**config.mk**
```make
export PLATFORM = sky130hd
export DESIGN_NAME = auction_record_segment_stats_core
export DESIGN_NICKNAME = d
export VERILOG_FILES = /design/src/hw/rtl/arss_pkg.sv /design/src/hw/rtl/auction_record_segment_stats_core.sv /design/src/hw/rtl/arss_front.sv /design/src/hw/rtl/arss_queue.sv /design/src/hw/rtl/arss_back.sv
export SDC_FILE = /design/constraint.sdc
export NUM_CORES = 1
export LEC_CHECK = 0
export ABC_AREA = 1
export BUFFER_PORTS_ARGS = -buffer_cell sky130_fd_sc_hd__clkbuf_2
export CORE_ASPECT_RATIO = 0.8
export CORE_UTILIZATION = 45
export DETAILED_ROUTE_END_ITERATION = 8
export GPL_ROUTABILITY_DRIVEN = 0
export GPL_TIMING_DRIVEN = 0
export SLEW_MARGIN = 20
export SYNTH_ARGS = -nofsm -noshare
export SYNTH_HDL_FRONTEND = slang
export SYNTH_SLANG_ARGS = --single-unit
```
**constraint.sdc**
```tcl
create_clock -name aclk -period 25.7 [get_ports aclk]
set_input_delay 0 -clock aclk [delete_from_list [all_inputs] [get_ports aclk]]
set_output_delay 0 -clock aclk [all_outputs]
set_load 0.05 [all_outputs]
```
**src/hw/rtl/arss_pkg.sv**
```systemverilog
// Shared types and constants for the auction record segment statistics block.
`timescale 1ns / 1ps

package arss_pkg;

    localparam int S_TDATA_W = 120;
    localparam int M_TDATA_W = 216;
    localparam int M_TUSER_W = 3;

    localparam logic [15:0] DAY_MINUTES  = 16'(24 * 60);
    localparam logic [15:0] NOON_MINUTES = 16'(12 * 60);
    localparam logic [7:0]  SECS_PER_MIN = 8'(60);

    localparam int QUEUE_DEPTH = 4;
    localparam int QPTR_W      = $clog2(QUEUE_DEPTH);

    typedef enum logic [1:0] {
        ERR_OK     = 2'd0,
        ERR_TIME   = 2'd1,
        ERR_PRICE  = 2'd2,
        ERR_FAILED = 2'd3
    } err_code_t;

    localparam logic [1:0] DIR_NONE = 2'b00;
    localparam logic [1:0] DIR_BUY  = 2'b01;
    localparam logic [1:0] DIR_SELL = 2'b11;

    // Classified record handed from the front end to the statistics engine.
    typedef struct packed {
        err_code_t   error_code;
        logic        opening;
        logic [16:0] day_second;
        logic [31:0] unmatched_magnitude;
        logic [1:0]  direction;
        logic [30:0] price_magnitude;
        logic [31:0] matched_volume;
        logic        last;
    } item_t;

    typedef struct packed {
        err_code_t   error_code;
        logic        opening_segment;
        logic [16:0] day_second;
        logic [31:0] unmatched_magnitude;
        logic [1:0]  direction;
        logic [15:0] seg_records;
        logic [30:0] lo_price_bits;
        logic [30:0] hi_price_bits;
        logic [31:0] peak_unmatched;
        logic [16:0] peak_unmatched_time;
        logic [15:0] direction_flips;
        logic [15:0] volume_regressions;
    } result_t;

endpackage

```
**src/hw/rtl/auction_record_segment_stats_core.sv**
```systemverilog
// Top level of the auction record segment statistics block.
`timescale 1ns / 1ps
//
// One decoded auction record enters per transfer on the s_ channel (s_tlast marks
// the last record of a series) and exactly one result leaves per record on the
// m_ channel, in order. m_tuser carries the error code and the opening-segment
// flag; m_tdata carries the derived time, unmatched magnitude and direction and
// the updated statistics of the record's segment.
// A record is written into the queue on its input transfer; when the statistics
// engine pops it, it updates the segment registers and loads the output register
// with the result. One record is taken every cycle while the queue is not full.
// A four-entry queue sits between front end and engine. While the receiver holds
// m_tready low the output register keeps its result and the queue fills; s_tready
// falls only once the queue is full, and rises again as results drain.
// Reset clears the failure flag, both segments' statistics and the queue, and no
// result is pending after it. After a record marked last in series, all
// statistics and the failure flag return to their reset values.
// COUNT_WIDTH sets the saturation width of the point, flip and regression
// counters; results carry their low 16 bits.

module auction_record_segment_stats_core #(
    parameter int COUNT_WIDTH = 16
) (
    input  logic                           aclk,
    input  logic                           aresetn,
    // s_tdata: minute[15:0], second_of_minute[23:16], price_bits[55:24],
    //          matched_volume[87:56], unmatched_signed[119:88]
    input  logic                           s_tvalid,
    output logic                           s_tready,
    input  logic [arss_pkg::S_TDATA_W-1:0] s_tdata,
    input  logic                           s_tlast,
    output logic                           m_tvalid,
    input  logic                           m_tready,
    // m_tdata: day_second[16:0], unmatched_magnitude[48:17], direction[50:49],
    //          seg_records[66:51], lo_price_bits[97:67], hi_price_bits[128:98],
    //          peak_unmatched[160:129], peak_unmatched_time[177:161],
    //          direction_flips[193:178], volume_regressions[209:194], zero[215:210]
    output logic [arss_pkg::M_TDATA_W-1:0] m_tdata,
    // m_tuser: error_code[1:0], opening_segment[2]
    output logic [arss_pkg::M_TUSER_W-1:0] m_tuser
);

    logic              queue_full;
    logic              push;
    arss_pkg::item_t   push_item;
    logic              pop;
    logic              head_valid;
    arss_pkg::item_t   head_item;
    arss_pkg::result_t res;

    arss_front u_front (
        .aclk       (aclk),
        .aresetn    (aresetn),
        .s_tvalid   (s_tvalid),
        .s_tready   (s_tready),
        .s_tdata    (s_tdata),
        .s_tlast    (s_tlast),
        .queue_full (queue_full),
        .push       (push),
        .push_item  (push_item)
    );

    arss_queue u_queue (
        .aclk       (aclk),
        .aresetn    (aresetn),
        .push       (push),
        .push_item  (push_item),
        .full       (queue_full),
        .pop        (pop),
        .head_valid (head_valid),
        .head_item  (head_item)
    );

    arss_back #(
        .COUNT_WIDTH (COUNT_WIDTH)
    ) u_back (
        .aclk       (aclk),
        .aresetn    (aresetn),
        .head_valid (head_valid),
        .head_item  (head_item),
        .pop        (pop),
        .res_valid  (m_tvalid),
        .res_ready  (m_tready),
        .res        (res)
    );

    assign m_tuser = {res.opening_segment, res.error_code};
    assign m_tdata = {6'd0,
                      res.volume_regressions,
                      res.direction_flips,
                      res.peak_unmatched_time,
                      res.peak_unmatched,
                      res.hi_price_bits,
                      res.lo_price_bits,
                      res.seg_records,
                      res.direction,
                      res.unmatched_magnitude,
                      res.day_second};

endmodule

```
**src/hw/rtl/arss_front.sv**
```systemverilog
// Front end: checks time and price, derives the record's fields, tracks series failure.
`timescale 1ns / 1ps

module arss_front (
    input  logic                           aclk,
    input  logic                           aresetn,
    input  logic                           s_tvalid,
    output logic                           s_tready,
    input  logic [arss_pkg::S_TDATA_W-1:0] s_tdata,
    input  logic                           s_tlast,
    input  logic                           queue_full,
    output logic                           push,
    output arss_pkg::item_t                push_item
);

    logic        series_failed_reg;
    logic        series_failed_next;
    logic [15:0] minute;
    logic [7:0]  second;
    logic [31:0] price;
    logic [31:0] matched;
    logic [31:0] unmatched;
    logic        time_bad;
    logic        price_bad;
    logic [16:0] minute_ext;
    arss_pkg::err_code_t err;

    assign minute    = s_tdata[15:0];
    assign second    = s_tdata[23:16];
    assign price     = s_tdata[55:24];
    assign matched   = s_tdata[87:56];
    assign unmatched = s_tdata[119:88];

    assign s_tready = !queue_full;
    assign push     = s_tvalid && s_tready;

    assign time_bad  = (minute >= arss_pkg::DAY_MINUTES) || (second >= arss_pkg::SECS_PER_MIN);
    // Minus zero passes; any other negative value or an all-ones exponent fails.
    assign price_bad = (price[30:23] == 8'hFF) || (price[31] && (price[30:0] != 31'd0));

    always_comb begin
        if (series_failed_reg) begin
            err = arss_pkg::ERR_FAILED;
        end else if (time_bad) begin
            err = arss_pkg::ERR_TIME;
        end else if (price_bad) begin
            err = arss_pkg::ERR_PRICE;
        end else begin
            err = arss_pkg::ERR_OK;
        end
    end

    // Only meaningful for a valid minute, which is below 2048.
    assign minute_ext = 17'(minute[10:0]);

    always_comb begin
        push_item.error_code          = err;
        push_item.opening             = (minute < arss_pkg::NOON_MINUTES);
        push_item.day_second          = (minute_ext << 6) - (minute_ext << 2)
                                        + 17'(second[5:0]);
        push_item.unmatched_magnitude = unmatched[31] ? (~unmatched + 32'd1) : unmatched;
        if (unmatched[31]) begin
            push_item.direction = arss_pkg::DIR_SELL;
        end else if (unmatched != 32'd0) begin
            push_item.direction = arss_pkg::DIR_BUY;
        end else begin
            push_item.direction = arss_pkg::DIR_NONE;
        end
        push_item.price_magnitude = price[30:0];
        push_item.matched_volume  = matched;
        push_item.last            = s_tlast;
    end

    always_comb begin
        series_failed_next = series_failed_reg;
        if (push) begin
            if (s_tlast) begin
                series_failed_next = 1'b0;
            end else if (err == arss_pkg::ERR_TIME || err == arss_pkg::ERR_PRICE) begin
                series_failed_next = 1'b1;
            end
        end
    end

    always_ff @(posedge aclk) begin
        if (!aresetn) begin
            series_failed_reg <= 1'b0;
        end else begin
            series_failed_reg <= series_failed_next;
        end
    end

endmodule

```
**src/hw/rtl/arss_queue.sv**
```systemverilog
// Short first-in first-out queue between the front end and the statistics engine.
`timescale 1ns / 1ps

module arss_queue (
    input  logic            aclk,
    input  logic            aresetn,
    input  logic            push,
    input  arss_pkg::item_t push_item,
    output logic            full,
    input  logic            pop,
    output logic            head_valid,
    output arss_pkg::item_t head_item
);

    arss_pkg::item_t               mem_reg [arss_pkg::QUEUE_DEPTH];
    logic [arss_pkg::QPTR_W-1:0]   wr_ptr_reg;
    logic [arss_pkg::QPTR_W-1:0]   rd_ptr_reg;
    logic [arss_pkg::QPTR_W:0]     count_reg;
    logic [arss_pkg::QPTR_W:0]     count_next;

    localparam logic [arss_pkg::QPTR_W:0] DEPTH_CNT = (arss_pkg::QPTR_W + 1)'(arss_pkg::QUEUE_DEPTH);

    assign full       = (count_reg == DEPTH_CNT);
    assign head_valid = (count_reg != '0);
    assign head_item  = mem_reg[rd_ptr_reg];

    always_comb begin
        count_next = count_reg;
        if (push && !pop) begin
            count_next = count_reg + 1'b1;
        end else if (pop && !push) begin
            count_next = count_reg - 1'b1;
        end
    end

    always_ff @(posedge aclk) begin
        if (push) begin
            mem_reg[wr_ptr_reg] <= push_item;
        end
    end

    always_ff @(posedge aclk) begin
        if (!aresetn) begin
            wr_ptr_reg <= '0;
            rd_ptr_reg <= '0;
            count_reg  <= '0;
        end else begin
            if (push) begin
                wr_ptr_reg <= wr_ptr_reg + 1'b1;
            end
            if (pop) begin
                rd_ptr_reg <= rd_ptr_reg + 1'b1;
            end
            count_reg <= count_next;
        end
    end

endmodule

```
**src/hw/rtl/arss_back.sv**
```systemverilog
// Statistics engine: updates the opening or closing segment and registers the result.
`timescale 1ns / 1ps

module arss_back #(
    parameter int COUNT_WIDTH = 16
) (
    input  logic              aclk,
    input  logic              aresetn,
    input  logic              head_valid,
    input  arss_pkg::item_t   head_item,
    output logic              pop,
    output logic              res_valid,
    input  logic              res_ready,
    output arss_pkg::result_t res
);

    localparam logic [COUNT_WIDTH-1:0] CNT_MAX = '1;
    localparam logic [COUNT_WIDTH-1:0] CNT_ONE = COUNT_WIDTH'(1);

    logic                   seg_used_reg   [2];
    logic [COUNT_WIDTH-1:0] count_reg      [2];
    logic [30:0]            lo_price_reg   [2];
    logic [30:0]            hi_price_reg   [2];
    logic [31:0]            peak_reg       [2];
    logic [16:0]            peak_time_reg  [2];
    logic [31:0]            prev_matched_reg [2];
    logic [1:0]             prev_dir_reg   [2];
    logic [COUNT_WIDTH-1:0] flips_reg      [2];
    logic [COUNT_WIDTH-1:0] regress_reg    [2];

    logic                   out_valid_reg;
    arss_pkg::result_t      out_reg;
    arss_pkg::result_t      out_next;

    logic                   seg;
    logic                   has;
    logic                   item_ok;
    logic [30:0]            min_next;
    logic [30:0]            max_next;
    logic [31:0]            peak_next;
    logic [16:0]            peak_time_next;
    logic [1:0]             prev_dir_next;
    logic [COUNT_WIDTH-1:0] count_next;
    logic [COUNT_WIDTH-1:0] flips_next;
    logic [COUNT_WIDTH-1:0] regress_next;
    logic [31:0]            count_wide;
    logic [31:0]            flips_wide;
    logic [31:0]            regress_wide;

    assign pop       = head_valid && (!out_valid_reg || res_ready);
    assign res_valid = out_valid_reg;
    assign res       = out_reg;

    assign seg     = !head_item.opening;
    assign has     = seg_used_reg[seg];
    assign item_ok = (head_item.error_code == arss_pkg::ERR_OK);

    always_comb begin
        if (!has) begin
            min_next       = head_item.price_magnitude;
            max_next       = head_item.price_magnitude;
            peak_next      = head_item.unmatched_magnitude;
            peak_time_next = head_item.day_second;
            regress_next   = regress_reg[seg];
        end else begin
            min_next = (head_item.price_magnitude < lo_price_reg[seg])
                       ? head_item.price_magnitude : lo_price_reg[seg];
            max_next = (head_item.price_magnitude > hi_price_reg[seg])
                       ? head_item.price_magnitude : hi_price_reg[seg];
            // A later equal peak keeps the time of the first one.
            if (head_item.unmatched_magnitude > peak_reg[seg]) begin
                peak_next      = head_item.unmatched_magnitude;
                peak_time_next = head_item.day_second;
            end else begin
                peak_next      = peak_reg[seg];
                peak_time_next = peak_time_reg[seg];
            end
            if (head_item.matched_volume < prev_matched_reg[seg]
                && regress_reg[seg] != CNT_MAX) begin
                regress_next = regress_reg[seg] + CNT_ONE;
            end else begin
                regress_next = regress_reg[seg];
            end
        end

        flips_next    = flips_reg[seg];
        prev_dir_next = prev_dir_reg[seg];
        if (head_item.direction != arss_pkg::DIR_NONE) begin
            if (prev_dir_reg[seg] != arss_pkg::DIR_NONE
                && prev_dir_reg[seg] != head_item.direction
                && flips_reg[seg] != CNT_MAX) begin
                flips_next = flips_reg[seg] + CNT_ONE;
            end
            prev_dir_next = head_item.direction;
        end

        count_next = (count_reg[seg] == CNT_MAX) ? count_reg[seg] : count_reg[seg] + CNT_ONE;
    end

    assign count_wide   = 32'(count_next);
    assign flips_wide   = 32'(flips_next);
    assign regress_wide = 32'(regress_next);

    always_comb begin
        out_next            = '0;
        out_next.error_code = head_item.error_code;
        if (item_ok) begin
            out_next.opening_segment     = head_item.opening;
            out_next.day_second          = head_item.day_second;
            out_next.unmatched_magnitude = head_item.unmatched_magnitude;
            out_next.direction           = head_item.direction;
            out_next.seg_records         = count_wide[15:0];
            out_next.lo_price_bits       = min_next;
            out_next.hi_price_bits       = max_next;
            out_next.peak_unmatched      = peak_next;
            out_next.peak_unmatched_time = peak_time_next;
            out_next.direction_flips     = flips_wide[15:0];
            out_next.volume_regressions  = regress_wide[15:0];
        end
    end

    always_ff @(posedge aclk) begin
        if (pop) begin
            out_reg <= out_next;
        end
    end

    always_ff @(posedge aclk) begin
        if (!aresetn) begin
            out_valid_reg <= 1'b0;
            for (int i = 0; i < 2; i++) begin
                seg_used_reg[i]     <= 1'b0;
                count_reg[i]        <= '0;
                lo_price_reg[i]     <= '0;
                hi_price_reg[i]     <= '0;
                peak_reg[i]         <= '0;
                peak_time_reg[i]    <= '0;
                prev_matched_reg[i] <= '0;
                prev_dir_reg[i]     <= arss_pkg::DIR_NONE;
                flips_reg[i]        <= '0;
                regress_reg[i]      <= '0;
            end
        end else begin
            if (pop) begin
                out_valid_reg <= 1'b1;
            end else if (res_ready) begin
                out_valid_reg <= 1'b0;
            end
            // The end of a series wipes both segments, after its own result is formed.
            if (pop && head_item.last) begin
                for (int i = 0; i < 2; i++) begin
                    seg_used_reg[i]     <= 1'b0;
                    count_reg[i]        <= '0;
                    lo_price_reg[i]     <= '0;
                    hi_price_reg[i]     <= '0;
                    peak_reg[i]         <= '0;
                    peak_time_reg[i]    <= '0;
                    prev_matched_reg[i] <= '0;
                    prev_dir_reg[i]     <= arss_pkg::DIR_NONE;
                    flips_reg[i]        <= '0;
                    regress_reg[i]      <= '0;
                end
            end else if (pop && item_ok) begin
                seg_used_reg[seg]     <= 1'b1;
                count_reg[seg]        <= count_next;
                lo_price_reg[seg]     <= min_next;
                hi_price_reg[seg]     <= max_next;
                peak_reg[seg]         <= peak_next;
                peak_time_reg[seg]    <= peak_time_next;
                prev_matched_reg[seg] <= head_item.matched_volume;
                prev_dir_reg[seg]     <= prev_dir_next;
                flips_reg[seg]        <= flips_next;
                regress_reg[seg]      <= regress_next;
            end
        end
    end

endmodule

```
Yosys cells after proc, flatten, opt, wreduce, memory -nomap -nowiden
Memories as Yosys holds them, arrays and structs flattened. A register that Yosys moved wholly into a read port is not among the register bits.
Cells that the tools add are included.
{"block": "word_totals", "ramBits": 860, "inputBits": 125, "out_inout_bits": 221, "elab_cells": 201, "mem_count": 11, "ff_bits": 222}
{"name": "u_queue.mem_reg", "depth": 4, "width": 118, "read_ports": 1, "rd_ports_with_merged_regs": 1, "write_ports": 1, "line": "arss_queue.sv:15", "text": "arss_pkg::item_t mem_reg [arss_pkg::QUEUE_DEPTH];"}
{"name": "u_back.peak_reg", "depth": 2, "width": 32, "read_ports": 1, "rd_ports_with_merged_regs": 0, "write_ports": 2, "line": "arss_back.sv:24", "text": "logic [31:0] peak_reg [2];"}
{"name": "u_back.prev_matched_reg", "depth": 2, "width": 32, "read_ports": 1, "rd_ports_with_merged_regs": 0, "write_ports": 2, "line": "arss_back.sv:26", "text": "logic [31:0] prev_matched_reg [2];"}
{"name": "u_back.hi_price_reg", "depth": 2, "width": 31, "read_ports": 1, "rd_ports_with_merged_regs": 0, "write_ports": 2, "line": "arss_back.sv:23", "text": "logic [30:0] hi_price_reg [2];"}
{"name": "u_back.lo_price_reg", "depth": 2, "width": 31, "read_ports": 1, "rd_ports_with_merged_regs": 0, "write_ports": 2, "line": "arss_back.sv:22", "text": "logic [30:0] lo_price_reg [2];"}
{"name": "u_back.peak_time_reg", "depth": 2, "width": 17, "read_ports": 1, "rd_ports_with_merged_regs": 0, "write_ports": 2, "line": "arss_back.sv:25", "text": "logic [16:0] peak_time_reg [2];"}
{"name": "+5 memories"}
{"block": "classes", "n_eq_ne": 8, "reduce_logical": 39, "order_cmp": 7, "muxes": 88, "n_addsub": 10, "bitwise_logic": 21}
{"operator": "two-way mux 31 bit", "count": 10}
{"operator": "two-way mux 32 bit", "count": 9}
{"operator": "two-way mux 16 bit", "count": 14}
{"operator": "two-way mux 17 bit", "count": 5}
{"operator": "OR reduction 32 bit", "count": 2}
{"operator": "OR reduction 31 bit", "count": 2}
{"operator": "adder 16 x 1 -> 16 bit, second input constant", "count": 3}
{"operator": "OR reduction 16 bit", "count": 3}
{"operator": "two-way mux 1 bit", "count": 38}
{"operator": "adder 32 x 1 -> 32 bit, second input constant", "count": 1}
{"operator": "> comparator 32 bit", "count": 1}
{"operator": "less-than comparator 32 bit", "count": 1}
{"operator": "inequality test 16 bit, second input constant", "count": 2}
{"operator": "NOT 32 bit", "count": 1}
{"operator": "nonzero test 32 bit", "count": 1}
{"operator": "> comparator 31 bit", "count": 1}
{"operator": "less-than comparator 31 bit", "count": 1}
{"operator": "nonzero test 31 bit", "count": 1}
{"operator": "two-way mux 2 bit", "count": 10}
{"operator": "OR 1 bit", "count": 20}
{"operator": "adder 17 x 6 -> 17 bit", "count": 1}
{"operator": "OR reduction 17 bit", "count": 1}
{"operator": "subtractor 17 x 13 -> 17 bit", "count": 1}
{"operator": "== test 16 bit, second input constant", "count": 1}
{"operator": "21 further kinds", "count": 43}

Depth between registers and ports, before layout
Gate-level depths: netlist (run 1).
{"block": "logic_depth", "depth_word": 10, "ltp_mapped": 30, "mapped_depth_nobuf": 23}

By module
A second synthesis (run 1) with hierarchy kept.
{"block": "unflattened", "hier_cells": 4513, "hier_area_um2": 49980.4}
{"mod": "arss_back", "area_per_inst_um2": 29439.5, "instances": 1, "seq_area_each_um2": 18047.3, "cells_each": 2804}
{"mod": "arss_queue", "area_per_inst_um2": 17799.6, "instances": 1, "seq_area_each_um2": 14353.8, "cells_each": 1200}
{"mod": "arss_front", "area_per_inst_um2": 2692.6, "instances": 1, "seq_area_each_um2": 20.0, "cells_each": 502}
{"mod": "auction_record_segment_stats_core", "area_per_inst_um2": 48.8, "instances": 1, "seq_area_each_um2": 0.0, "cells_each": 7}

Least setup slack after synthesis (run 1)
Ideal clock, no wire load.
{"block": "synth_timing", "path_type": "register to register", "from": "reg u_queue.count_reg[1] (netlist bit)", "to": "mem u_back.count_reg[0][0], enable pin", "stages_incl_launch_ff": 9, "path_slack_ns": 7.183, "period_less_slack_ns": 18.517, "arrival_ns": 17.956, "n_path_buf": 2, "setup_time_ns": 0.561, "required_time_ns": 25.139, "cell_sequence": "dfxtp_1 -> inv_1 -> a31oi_1 -> inv_1 -> nor3_1 -> nand2_1 -> buf_2 -> buf_2 -> nand2_1"}
{"item": "from (decl)", "line": "arss_queue.sv:18", "text": "logic [arss_pkg::QPTR_W:0] count_reg;"}
{"item": "from (signal assigned)", "line": "arss_queue.sv:54", "text": "count_reg <= count_next;"}
{"item": "to (decl)", "line": "arss_back.sv:21", "text": "logic [COUNT_WIDTH-1:0] count_reg [2];"}

==> impl_metrics.xml, run 1 <==
<?xml version="1.0" encoding="UTF-8"?>
<metrics>
  <group name="sta">
    <metric name="maxSlewHeadroom" unit="%">23.5</metric>
    <metric name="layout_min_cycle_time" unit="ns">6.84</metric>
    <metric name="worst_slack" unit="ns">18.86</metric>
    <metric name="max_slew.worst_pin.slew" unit="ns">1.15</metric>
    <metric name="final.period_utilization" unit="%">26.6</metric>
    <metric name="timing.final.setup_violations" unit="">0</metric>
    <metric name="fmax" unit="MHz">146</metric>
    <metric name="timing.final.hold_violations" unit="">0</metric>
    <metric name="rsz0062_at_grt" unit="">no</metric>
    <metric name="fin_worst_skew" unit="ns">0.0352</metric>
    <metric name="slew_viol_final" unit="">0</metric>
    <metric name="totalNegativeSetupSlack" unit="ns">0</metric>
  </group>
  <group name="logic_synthesis">
    <metric name="yosysMostFrequentCell" unit="">sky130_fd_sc_hd__edfxtp_1</metric>
    <metric name="total_standard_cell_area_after_synthesis" unit="µm²">48800</metric>
    <metric name="yosys-top-cells-area" unit="">sky130_fd_sc_hd__edfxtp_1 66%, sky130_fd_sc_hd__nand2_1 5.8%, sky130_fd_sc_hd__nor2_1 5.7%</metric>
    <metric name="synth_fa_ha_area_share" unit="%">3.73</metric>
    <metric name="synth_top_family_by_area" unit="">simple AND/OR/NAND/NOR gates</metric>
    <metric name="yosys.area_share.simple" unit="%">15.8</metric>
    <metric name="synth.largest_area_cell" unit="">sky130_fd_sc_hd__edfxtp_1</metric>
    <metric name="fraction_of_synthesized_cell_area_in_xor_and_xnor_cells" unit="%">1.20</metric>
    <metric name="async_flop_share" unit="%">0</metric>
    <metric name="synth.mux.area_fraction" unit="%">2.13</metric>
    <metric name="synth_largest_type_area_fraction" unit="%">65.9</metric>
    <metric name="synth.lib_cells_used.distinct" unit="">60</metric>
    <metric name="synth-main-ff-cell" unit="">sky130_fd_sc_hd__edfxtp_1</metric>
    <metric name="synth_cells" unit="">4272</metric>
    <metric name="synth-seq-cells" unit="">1084</metric>
    <metric name="synth_compound_area_share" unit="%">6.40</metric>
    <metric name="synth_commonest_cells" unit="">1071 x sky130_fd_sc_hd__edfxtp_1, 760 x sky130_fd_sc_hd__nand2_1, 738 x sky130_fd_sc_hd__nor2_1, 292 x sky130_fd_sc_hd__inv_1, 216 x sky130_fd_sc_hd__a21oi_1</metric>
    <metric name="total_number_of_yosys_warnings" unit="">0</metric>
    <metric name="post_synth.cell_area_avg" unit="µm²">11.4</metric>
    <metric name="sequential_area_share_after_synthesis" unit="%">66.4</metric>
    <metric name="synth_enable_flop_cells" unit="">1071</metric>
  </group>
  <group name="floorplan">
    <metric name="fp.dieArea" unit="µm²">110000</metric>
    <metric name="die-height" unit="µm">297</metric>
    <metric name="design.portCount" unit="">346</metric>
    <metric name="initial_utilization" unit="%">45.6</metric>
    <metric name="die_w" unit="µm">370</metric>
    <metric name="design.core.area" unit="µm²">107000</metric>
    <metric name="floorplan.rows" unit="">107</metric>
  </group>
  <group name="clocking">
    <metric name="number_of_buffers_created_by_cts" unit="">109</metric>
    <metric name="cts.sink_count" unit="">1084</metric>
    <metric name="tritoncts" unit="">done</metric>
    <metric name="clock-root-buffer" unit="">sky130_fd_sc_hd__clkbuf_16</metric>
    <metric name="clkLatencyLatePin" unit="ns">0.69</metric>
    <metric name="cts-resized-gates" unit="">0</metric>
    <metric name="h-tree-depth" unit="">3</metric>
    <metric name="ctsLongestPathBuffers" unit="">3</metric>
    <metric name="cts.reportedPaths.clkPinSlew" unit="ns">0.07</metric>
  </group>
  <group name="setup_path">
    <metric name="crit_path_cell_trace" unit="">inv_2, buf_2, clkbuf_1, clkbuf_1, clkbuf_1, nand2_1, a32oi_1, ha_1, nand2_1, nor2_1, a211oi_1, o221ai_1, a21oi_1, nand2_1, nand2_1, nand2_1, clkbuf_1, o21ai_0, nor2_1</metric>
    <metric name="cp.arrival" unit="ns">7.25</metric>
    <metric name="path_max_fanout" unit="">10</metric>
    <metric name="timing.rr.end" unit="">u_back.hi_price_reg[1][3]</metric>
    <metric name="critical_path.endpoint_type" unit="">register</metric>
    <metric name="crit_path_top_delay_cell" unit="">sky130_fd_sc_hd__clkbuf_1</metric>
    <metric name="path_common_cell" unit="">sky130_fd_sc_hd__nand2_1</metric>
    <metric name="reg2reg_slack" unit="ns">18.86</metric>
    <metric name="worst_path_bufs_invs" unit="">6</metric>
    <metric name="cp.required" unit="ns">26.11</metric>
    <metric name="path_class" unit="">register to register</metric>
    <metric name="max_stage_delay" unit="ns">0.86</metric>
    <metric name="path_delay_family" unit="">buffers and inverters</metric>
    <metric name="register_to_register_path_depth" unit="">19</metric>
    <metric name="timing.critical_path.from_type" unit="">register</metric>
  </group>
  <group name="worst_hold_path">
    <metric name="hold_end" unit="">u_queue.mem_reg[1][103]</metric>
    <metric name="worst_hold_stages" unit="">4</metric>
    <metric name="worstHoldStart" unit="">s_tdata[21]</metric>
    <metric name="hold_class" unit="">input port to register</metric>
  </group>
  <group name="pwr">
    <metric name="ir_drop" unit="mV">0.0947</metric>
    <metric name="power_density" unit="nW/µm²">143</metric>
    <metric name="power.static_leakage" unit="nW">23.4</metric>
  </group>
  <group name="final_layout">
    <metric name="fill_cells" unit="">9187</metric>
    <metric name="area_growth" unit="%">20.0</metric>
    <metric name="multiInputGateArea" unit="µm²">14400</metric>
    <metric name="final_nets" unit="">5179</metric>
    <metric name="final_layout_size_suffix_gt1_share" unit="%">16.2</metric>
    <metric name="utilization" unit="%">54.7</metric>
    <metric name="ff_latch_area" unit="µm²">32400</metric>
    <metric name="largest_register_ff_count" unit="">472</metric>
  </group>
  <group name="place">
    <metric name="dp.final_hpwl" unit="µm">104000</metric>
    <metric name="numPortBuffers" unit="">338</metric>
    <metric name="dpl_worst_slack" unit="ns">18.94</metric>
  </group>
  <group name="route">
    <metric name="vias_per_cell" unit="">5.40</metric>
    <metric name="drt-wirelength-per-cell" unit="µm">22.4</metric>
    <metric name="via_count" unit="">34700</metric>
    <metric name="drt_pre_antenna_iters" unit="">6</metric>
    <metric name="wl" unit="µm">144000</metric>
    <metric name="first_iter_violations" unit="">3845</metric>
    <metric name="final_antenna_net_count" unit="">0</metric>
    <metric name="remaining_design_rule_violation_count" unit="">0</metric>
  </group>
  <group name="global_routing">
    <metric name="antenna_found_initial" unit="">11</metric>
    <metric name="first_global_vias" unit="">32200</metric>
    <metric name="global_route.overflow_total" unit="">0</metric>
    <metric name="grt_max_degree" unit="">48</metric>
    <metric name="grt_first_pass_wirelength" unit="µm">209000</metric>
    <metric name="grt_usage" unit="%">25.9</metric>
  </group>
  <group name="run_status">
    <metric name="result_of_the_run" unit="">finished, final reports clean</metric>
  </group>
  <group name="run">
    <metric name="cap_viol_max_count" unit="">0</metric>
  </group>
</metrics>
==> cell usage in the layout (no fill, tap or decap), types with 30 or more instances in the layout <==
cell / Yosys / routed
sky130_fd_sc_hd__edfxtp_1: 1071 / 1071
sky130_fd_sc_hd__nand2_1: 760 / 758
sky130_fd_sc_hd__nor2_1: 738 / 734
sky130_fd_sc_hd__clkbuf_2: 0 / 341
sky130_fd_sc_hd__inv_1: 292 / 292
sky130_fd_sc_hd__a21oi_1: 216 / 216
sky130_fd_sc_hd__ha_1: 144 / 144
sky130_fd_sc_hd__or2_2: 141 / 141
sky130_fd_sc_hd__clkbuf_1: 129 / 139
sky130_fd_sc_hd__dlygate4sd3_1: 0 / 136
sky130_fd_sc_hd__clkbuf_16: 0 / 111
sky130_fd_sc_hd__o21ai_0: 110 / 110
sky130_fd_sc_hd__mux2i_1: 104 / 104
sky130_fd_sc_hd__a32oi_1: 94 / 94
sky130_fd_sc_hd__nand3_1: 88 / 88
sky130_fd_sc_hd__nand4_1: 51 / 51
sky130_fd_sc_hd__xor2_1: 47 / 47
sky130_fd_sc_hd__buf_2: 42 / 42
sky130_fd_sc_hd__buf_16: 0 / 30
==> where the power goes <==
part / switching [mW] / internal [mW] / total, mW
combinational: 2.95 / 1.06 / 4.01
clock: 0.699 / 0.949 / 1.65
sequential: 0.132 / 2.59 / 2.73
==> worst register-to-register path: stages (launching register included) <==
cell	delay (ns)
sky130_fd_sc_hd__dfxtp_1	0.33
sky130_fd_sc_hd__inv_2	0.17
sky130_fd_sc_hd__buf_2	0.38
sky130_fd_sc_hd__clkbuf_1	0.50
sky130_fd_sc_hd__clkbuf_1	0.86
sky130_fd_sc_hd__clkbuf_1	0.80
sky130_fd_sc_hd__nand2_1	0.11
sky130_fd_sc_hd__a32oi_1	0.58
sky130_fd_sc_hd__ha_1	0.38
sky130_fd_sc_hd__nand2_1	0.09
sky130_fd_sc_hd__nor2_1	0.05
sky130_fd_sc_hd__a211oi_1	0.32
sky130_fd_sc_hd__o221ai_1	0.20
sky130_fd_sc_hd__a21oi_1	0.20
sky130_fd_sc_hd__nand2_1	0.07
sky130_fd_sc_hd__nand2_1	0.18
sky130_fd_sc_hd__nand2_1	0.18
sky130_fd_sc_hd__clkbuf_1	0.33
sky130_fd_sc_hd__o21ai_0	0.68
sky130_fd_sc_hd__nor2_1	0.13
==> kinds of logic after synthesis <==
family | after synthesis
xor+xnor | 66
simple gates | 1846
compound gates | 509
fa+ha+maj | 145
flops | 1084
buf+inv | 517
other cells | 1
mux | 104
==> how the worst max path moves through the flow <==
stage / end / slack, ns / cells past startpoint / from
2_1_floorplan: u_back.count_reg[0][0] / 7.18 / 8 / u_queue.count_reg[1]
3_3_place_gp: u_back.lo_price_reg[0][10] / -7.37 / 8 / u_queue.count_reg[1]
3_5_place_dp: u_back.res[10] / 18.94 / 18 / register
4_1_cts: u_back.res[10] / 18.89 / 18 / register
5_1_grt: u_back.res[10] / 18.71 / 18 / register
6_report: u_back.hi_price_reg[1][3] / 18.86 / 19 / register
==> cell type report <==
type | instances | share of cell area, %
Inverter | 303 | 1.94
Sequential cell | 1084 | 55.4
Buffer | 214 | 1.62
Antenna cell | 3 | 0.0128
Tap cell | 1417 | 3.03
Clock inverter | 76 | 1.40
Timing Repair Buffer | 521 | 7.20
Clock buffer | 126 | 4.87
Multi-Input combinational cell | 2676 | 24.6
==> metrics by stage <==
step	instance area (µm²)	hold WS (ns)	power [mW]	cells
floorplan	48800	0.0989	5.45	4277
global placement	52300	0.220	6.81	6032
detailed placement	53500	0.223	6.72	6079
CTS	58500	0.0338	8.39	6417
global route	58500	0.0731	8.83	6418
finish	58600	0.0732	8.38	6420
==> metal layers <==
layer / part of all wire [%] / vias up / track usage [%]
met1: 45 / 16900 / 38.1
met2: 45 / 1393 / 40.0
met5: 0 / - / 0
met3: 7.9 / 175 / 3.78
li1: - / 16200 / -
met4: 2.5 / 0 / 6.86
==> repair_timing <==
action / in CTS / in global routing
endpoints found under the hold margin: 491 / 0
hold buffers: 136 / 0
buffers inserted: 0 / 0
Note: power is estimated with default switching activity, not from simulation.
==> run 2, diff against run 1 <==
==> constraint.sdc (replaced) <==
create_clock -name aclk -period 6.74 [get_ports aclk]
set_input_delay 0 -clock aclk [delete_from_list [all_inputs] [get_ports aclk]]
set_output_delay 0 -clock aclk [all_outputs]
set_load 0.05 [all_outputs]
==> impl_metrics.xml, run 2 (same netlist as run 1, synthesis figures left out) <==
<?xml version="1.0" encoding="UTF-8"?>
<metrics>
  <group name="floorplan">
    <metric name="design.core.area" unit="µm²">107000</metric>
    <metric name="fp.dieArea" unit="µm²">110000</metric>
    <metric name="die-height" unit="µm">297</metric>
    <metric name="die_w" unit="µm">370</metric>
    <metric name="initial_utilization" unit="%">45.6</metric>
    <metric name="floorplan.rows" unit="">107</metric>
    <metric name="design.portCount" unit="">346</metric>
  </group>
  <group name="setup_path">
    <metric name="crit_path_top_delay_cell" unit="">sky130_fd_sc_hd__a32oi_1</metric>
    <metric name="path_class" unit="">register to register</metric>
    <metric name="path_max_fanout" unit="">10</metric>
    <metric name="crit_path_cell_trace" unit="">inv_2, clkbuf_1, clkbuf_1, clkbuf_1, nor2_1, a32oi_1, inv_1, ha_1, inv_1, nor4_1, inv_1, nor4_1, nand2_1, nand2_1, nand2_1, clkbuf_1, o21ai_0, nor2_1</metric>
    <metric name="cp.required" unit="ns">7.16</metric>
    <metric name="timing.critical_path.from_type" unit="">register</metric>
    <metric name="path_common_cell" unit="">sky130_fd_sc_hd__clkbuf_1</metric>
    <metric name="register_to_register_path_depth" unit="">18</metric>
    <metric name="max_stage_delay" unit="ns">0.81</metric>
    <metric name="critical_path.endpoint_type" unit="">register</metric>
    <metric name="reg2reg_slack" unit="ns">0.18</metric>
    <metric name="cp.arrival" unit="ns">6.98</metric>
  </group>
  <group name="clocking">
    <metric name="ctsLongestPathBuffers" unit="">3</metric>
    <metric name="cts.sink_count" unit="">1084</metric>
    <metric name="number_of_buffers_created_by_cts" unit="">111</metric>
    <metric name="clkLatencyLatePin" unit="ns">0.71</metric>
    <metric name="cts.reportedPaths.clkPinSlew" unit="ns">0.06</metric>
    <metric name="h-tree-depth" unit="">3</metric>
    <metric name="post_cts_buffers" unit="">0</metric>
    <metric name="tritoncts" unit="">done</metric>
    <metric name="clock-root-buffer" unit="">sky130_fd_sc_hd__clkbuf_16</metric>
  </group>
  <group name="sta">
    <metric name="fmax" unit="MHz">152</metric>
    <metric name="final.period_utilization" unit="%">97.4</metric>
    <metric name="totalNegativeSetupSlack" unit="ns">0</metric>
    <metric name="timing.final.hold_violations" unit="">0</metric>
    <metric name="slew_viol_final" unit="">0</metric>
    <metric name="maxSlewHeadroom" unit="%">19.3</metric>
    <metric name="max_slew.worst_pin.slew" unit="ns">1.21</metric>
    <metric name="rsz0062_at_grt" unit="">no</metric>
    <metric name="fin_worst_skew" unit="ns">0.0231</metric>
    <metric name="timing.final.setup_violations" unit="">0</metric>
    <metric name="layout_min_cycle_time" unit="ns">6.56</metric>
  </group>
  <group name="global_routing">
    <metric name="global_route.overflow_total" unit="">0</metric>
    <metric name="antenna_found_initial" unit="">7</metric>
    <metric name="grt_first_pass_wirelength" unit="µm">211000</metric>
    <metric name="first_global_vias" unit="">32900</metric>
    <metric name="grt_max_degree" unit="">82</metric>
    <metric name="grt_usage" unit="%">26.1</metric>
  </group>
  <group name="place">
    <metric name="dp.final_hpwl" unit="µm">104000</metric>
    <metric name="numPortBuffers" unit="">338</metric>
  </group>
  <group name="route">
    <metric name="drt_pre_antenna_iters" unit="">6</metric>
    <metric name="first_iter_violations" unit="">3623</metric>
    <metric name="wl" unit="µm">145000</metric>
    <metric name="drt-wirelength-per-cell" unit="µm">22.6</metric>
    <metric name="vias_per_cell" unit="">5.42</metric>
    <metric name="via_count" unit="">34800</metric>
    <metric name="final_antenna_net_count" unit="">0</metric>
    <metric name="remaining_design_rule_violation_count" unit="">0</metric>
  </group>
  <group name="pwr">
    <metric name="power.clock.fraction" unit="%">19.0</metric>
    <metric name="share_comb_of_total_power" unit="%">48.2</metric>
    <metric name="total_switching_power" unit="mW">14.5</metric>
    <metric name="share_of_total_power_in_sequential_cells" unit="%">32.8</metric>
    <metric name="power_switching_share" unit="%">45.6</metric>
    <metric name="totalPowerFinal" unit="mW">31.8</metric>
    <metric name="internal_power" unit="mW">17.3</metric>
    <metric name="ir_drop" unit="mV">0.372</metric>
    <metric name="power_density" unit="nW/µm²">544</metric>
    <metric name="power.static_leakage" unit="nW">23.4</metric>
  </group>
  <group name="final_layout">
    <metric name="most-common-layout-cells" unit="">1071 x sky130_fd_sc_hd__edfxtp_1, 758 x sky130_fd_sc_hd__nand2_1, 734 x sky130_fd_sc_hd__nor2_1</metric>
    <metric name="area_growth" unit="%">19.6</metric>
    <metric name="mostFrequentLayoutCell" unit="">sky130_fd_sc_hd__edfxtp_1</metric>
    <metric name="largest_register_ff_count" unit="">472</metric>
    <metric name="final_nets" unit="">5181</metric>
    <metric name="final_layout_size_suffix_gt1_share" unit="%">15.8</metric>
  </group>
  <group name="run">
    <metric name="cap_viol_max_count" unit="">0</metric>
  </group>
  <group name="worst_hold_path">
    <metric name="hold_class" unit="">input port to register</metric>
    <metric name="worst_hold_stages" unit="">4</metric>
    <metric name="worstHoldStart" unit="">s_tdata[21]</metric>
  </group>
  <group name="run_status">
    <metric name="result_of_the_run" unit="">finished, final reports clean</metric>
  </group>
</metrics>
-- run 2: cell types whose count changed in the layout (fill, tap and decap cells not counted), moves of 2 or more --
cell	change
sky130_fd_sc_hd__clkinv_1	+10
sky130_fd_sc_hd__dlygate4sd3_1	+4
sky130_fd_sc_hd__diode_2	-2
sky130_fd_sc_hd__buf_12	-7
sky130_fd_sc_hd__bufinv_16	-6
sky130_fd_sc_hd__buf_16	+2
sky130_fd_sc_hd__clkinv_4	-3
sky130_fd_sc_hd__clkbuf_8	-2
sky130_fd_sc_hd__nand2_8	+2
sky130_fd_sc_hd__clkinvlp_4	-6
sky130_fd_sc_hd__clkbuf_1	+9
sky130_fd_sc_hd__nand2_4	-2
-- run 2: worst max-delay path, delay by kind of cell (launching register included) --
kind                     cells  cell delay, ns
adder cells (fa/ha/maj)      1            0.35
buffers and inverters        8            2.61
AO/OA/AOI/OAI                2            1.46
AND/OR/NAND/NOR              7            1.40
flip-flops                   1            0.42
-- run 2: metal layers --
metal | vias up | part of all wire, % | track usage, %
met4 | 2 | 2.5 | 7.17
met1 | 17000 | 44 | 38.1
met3 | 213 | 8.0 | 4.15
met2 | 1425 | 45 | 40.4
li1 | 16100 | - | -
met5 | - | 0.0090 | 0
-- run 2: final timing paths --
path / endpoint
worst min-delay path: u_queue.mem_reg[1][116]
worst max register to register: u_back.res[81]
worst min register to register: u_back.seg_used_reg[1]
worst max-delay path: u_back.res[81]
-- run 2: repair_timing --
item                                    4_1_cts  5_1_grt
hold buffers                                140        0
endpoints found under the hold margin       490        0
endpoints found under the setup margin       13       91
resized for setup                             2        4
-- run 2: area by class of cell --
class / count / area, µm²
antenna: 1 / 2.50
buffer: 214 / 950
clock buffer: 134 / 2890
clock inverter: 71 / 612
fill: 9231 / 48600
inverter: 303 / 1140
multi-input combinational: 2676 / 14400
sequential: 1084 / 32400
tap: 1417 / 1770
timing repair buffer: 521 / 4180
-- run 2: stage by stage --
stage,setup WS [ns],hold WS [ns],cells,util (%),instance area (µm²)
2_1_floorplan,0.0273,0.0989,4277,-,48900
3_3_place_gp,-4.42,0.220,6032,48.9,52300
3_5_place_dp,-0.0413,0.223,6075,50.0,53500
4_1_cts,0.255,0.00779,6420,54.6,58400
5_1_grt,0.0181,0.0422,6420,54.6,58400
6_report,0.179,0.0449,6421,54.6,58400
-- run 2: power by group through the flow --
stage | clock [mW] | sequential (mW) | combinational [mW]
2_1_floorplan | 0 | 12.9 | 7.49
3_3_place_gp | 0 | 10.9 | 14.5
5_1_grt | 6.34 | 10.6 | 16.5
6_report | 6.03 | 10.4 | 15.3
3_5_place_dp | 0 | 10.5 | 15.1
4_1_cts | 6.09 | 10.4 | 15.2
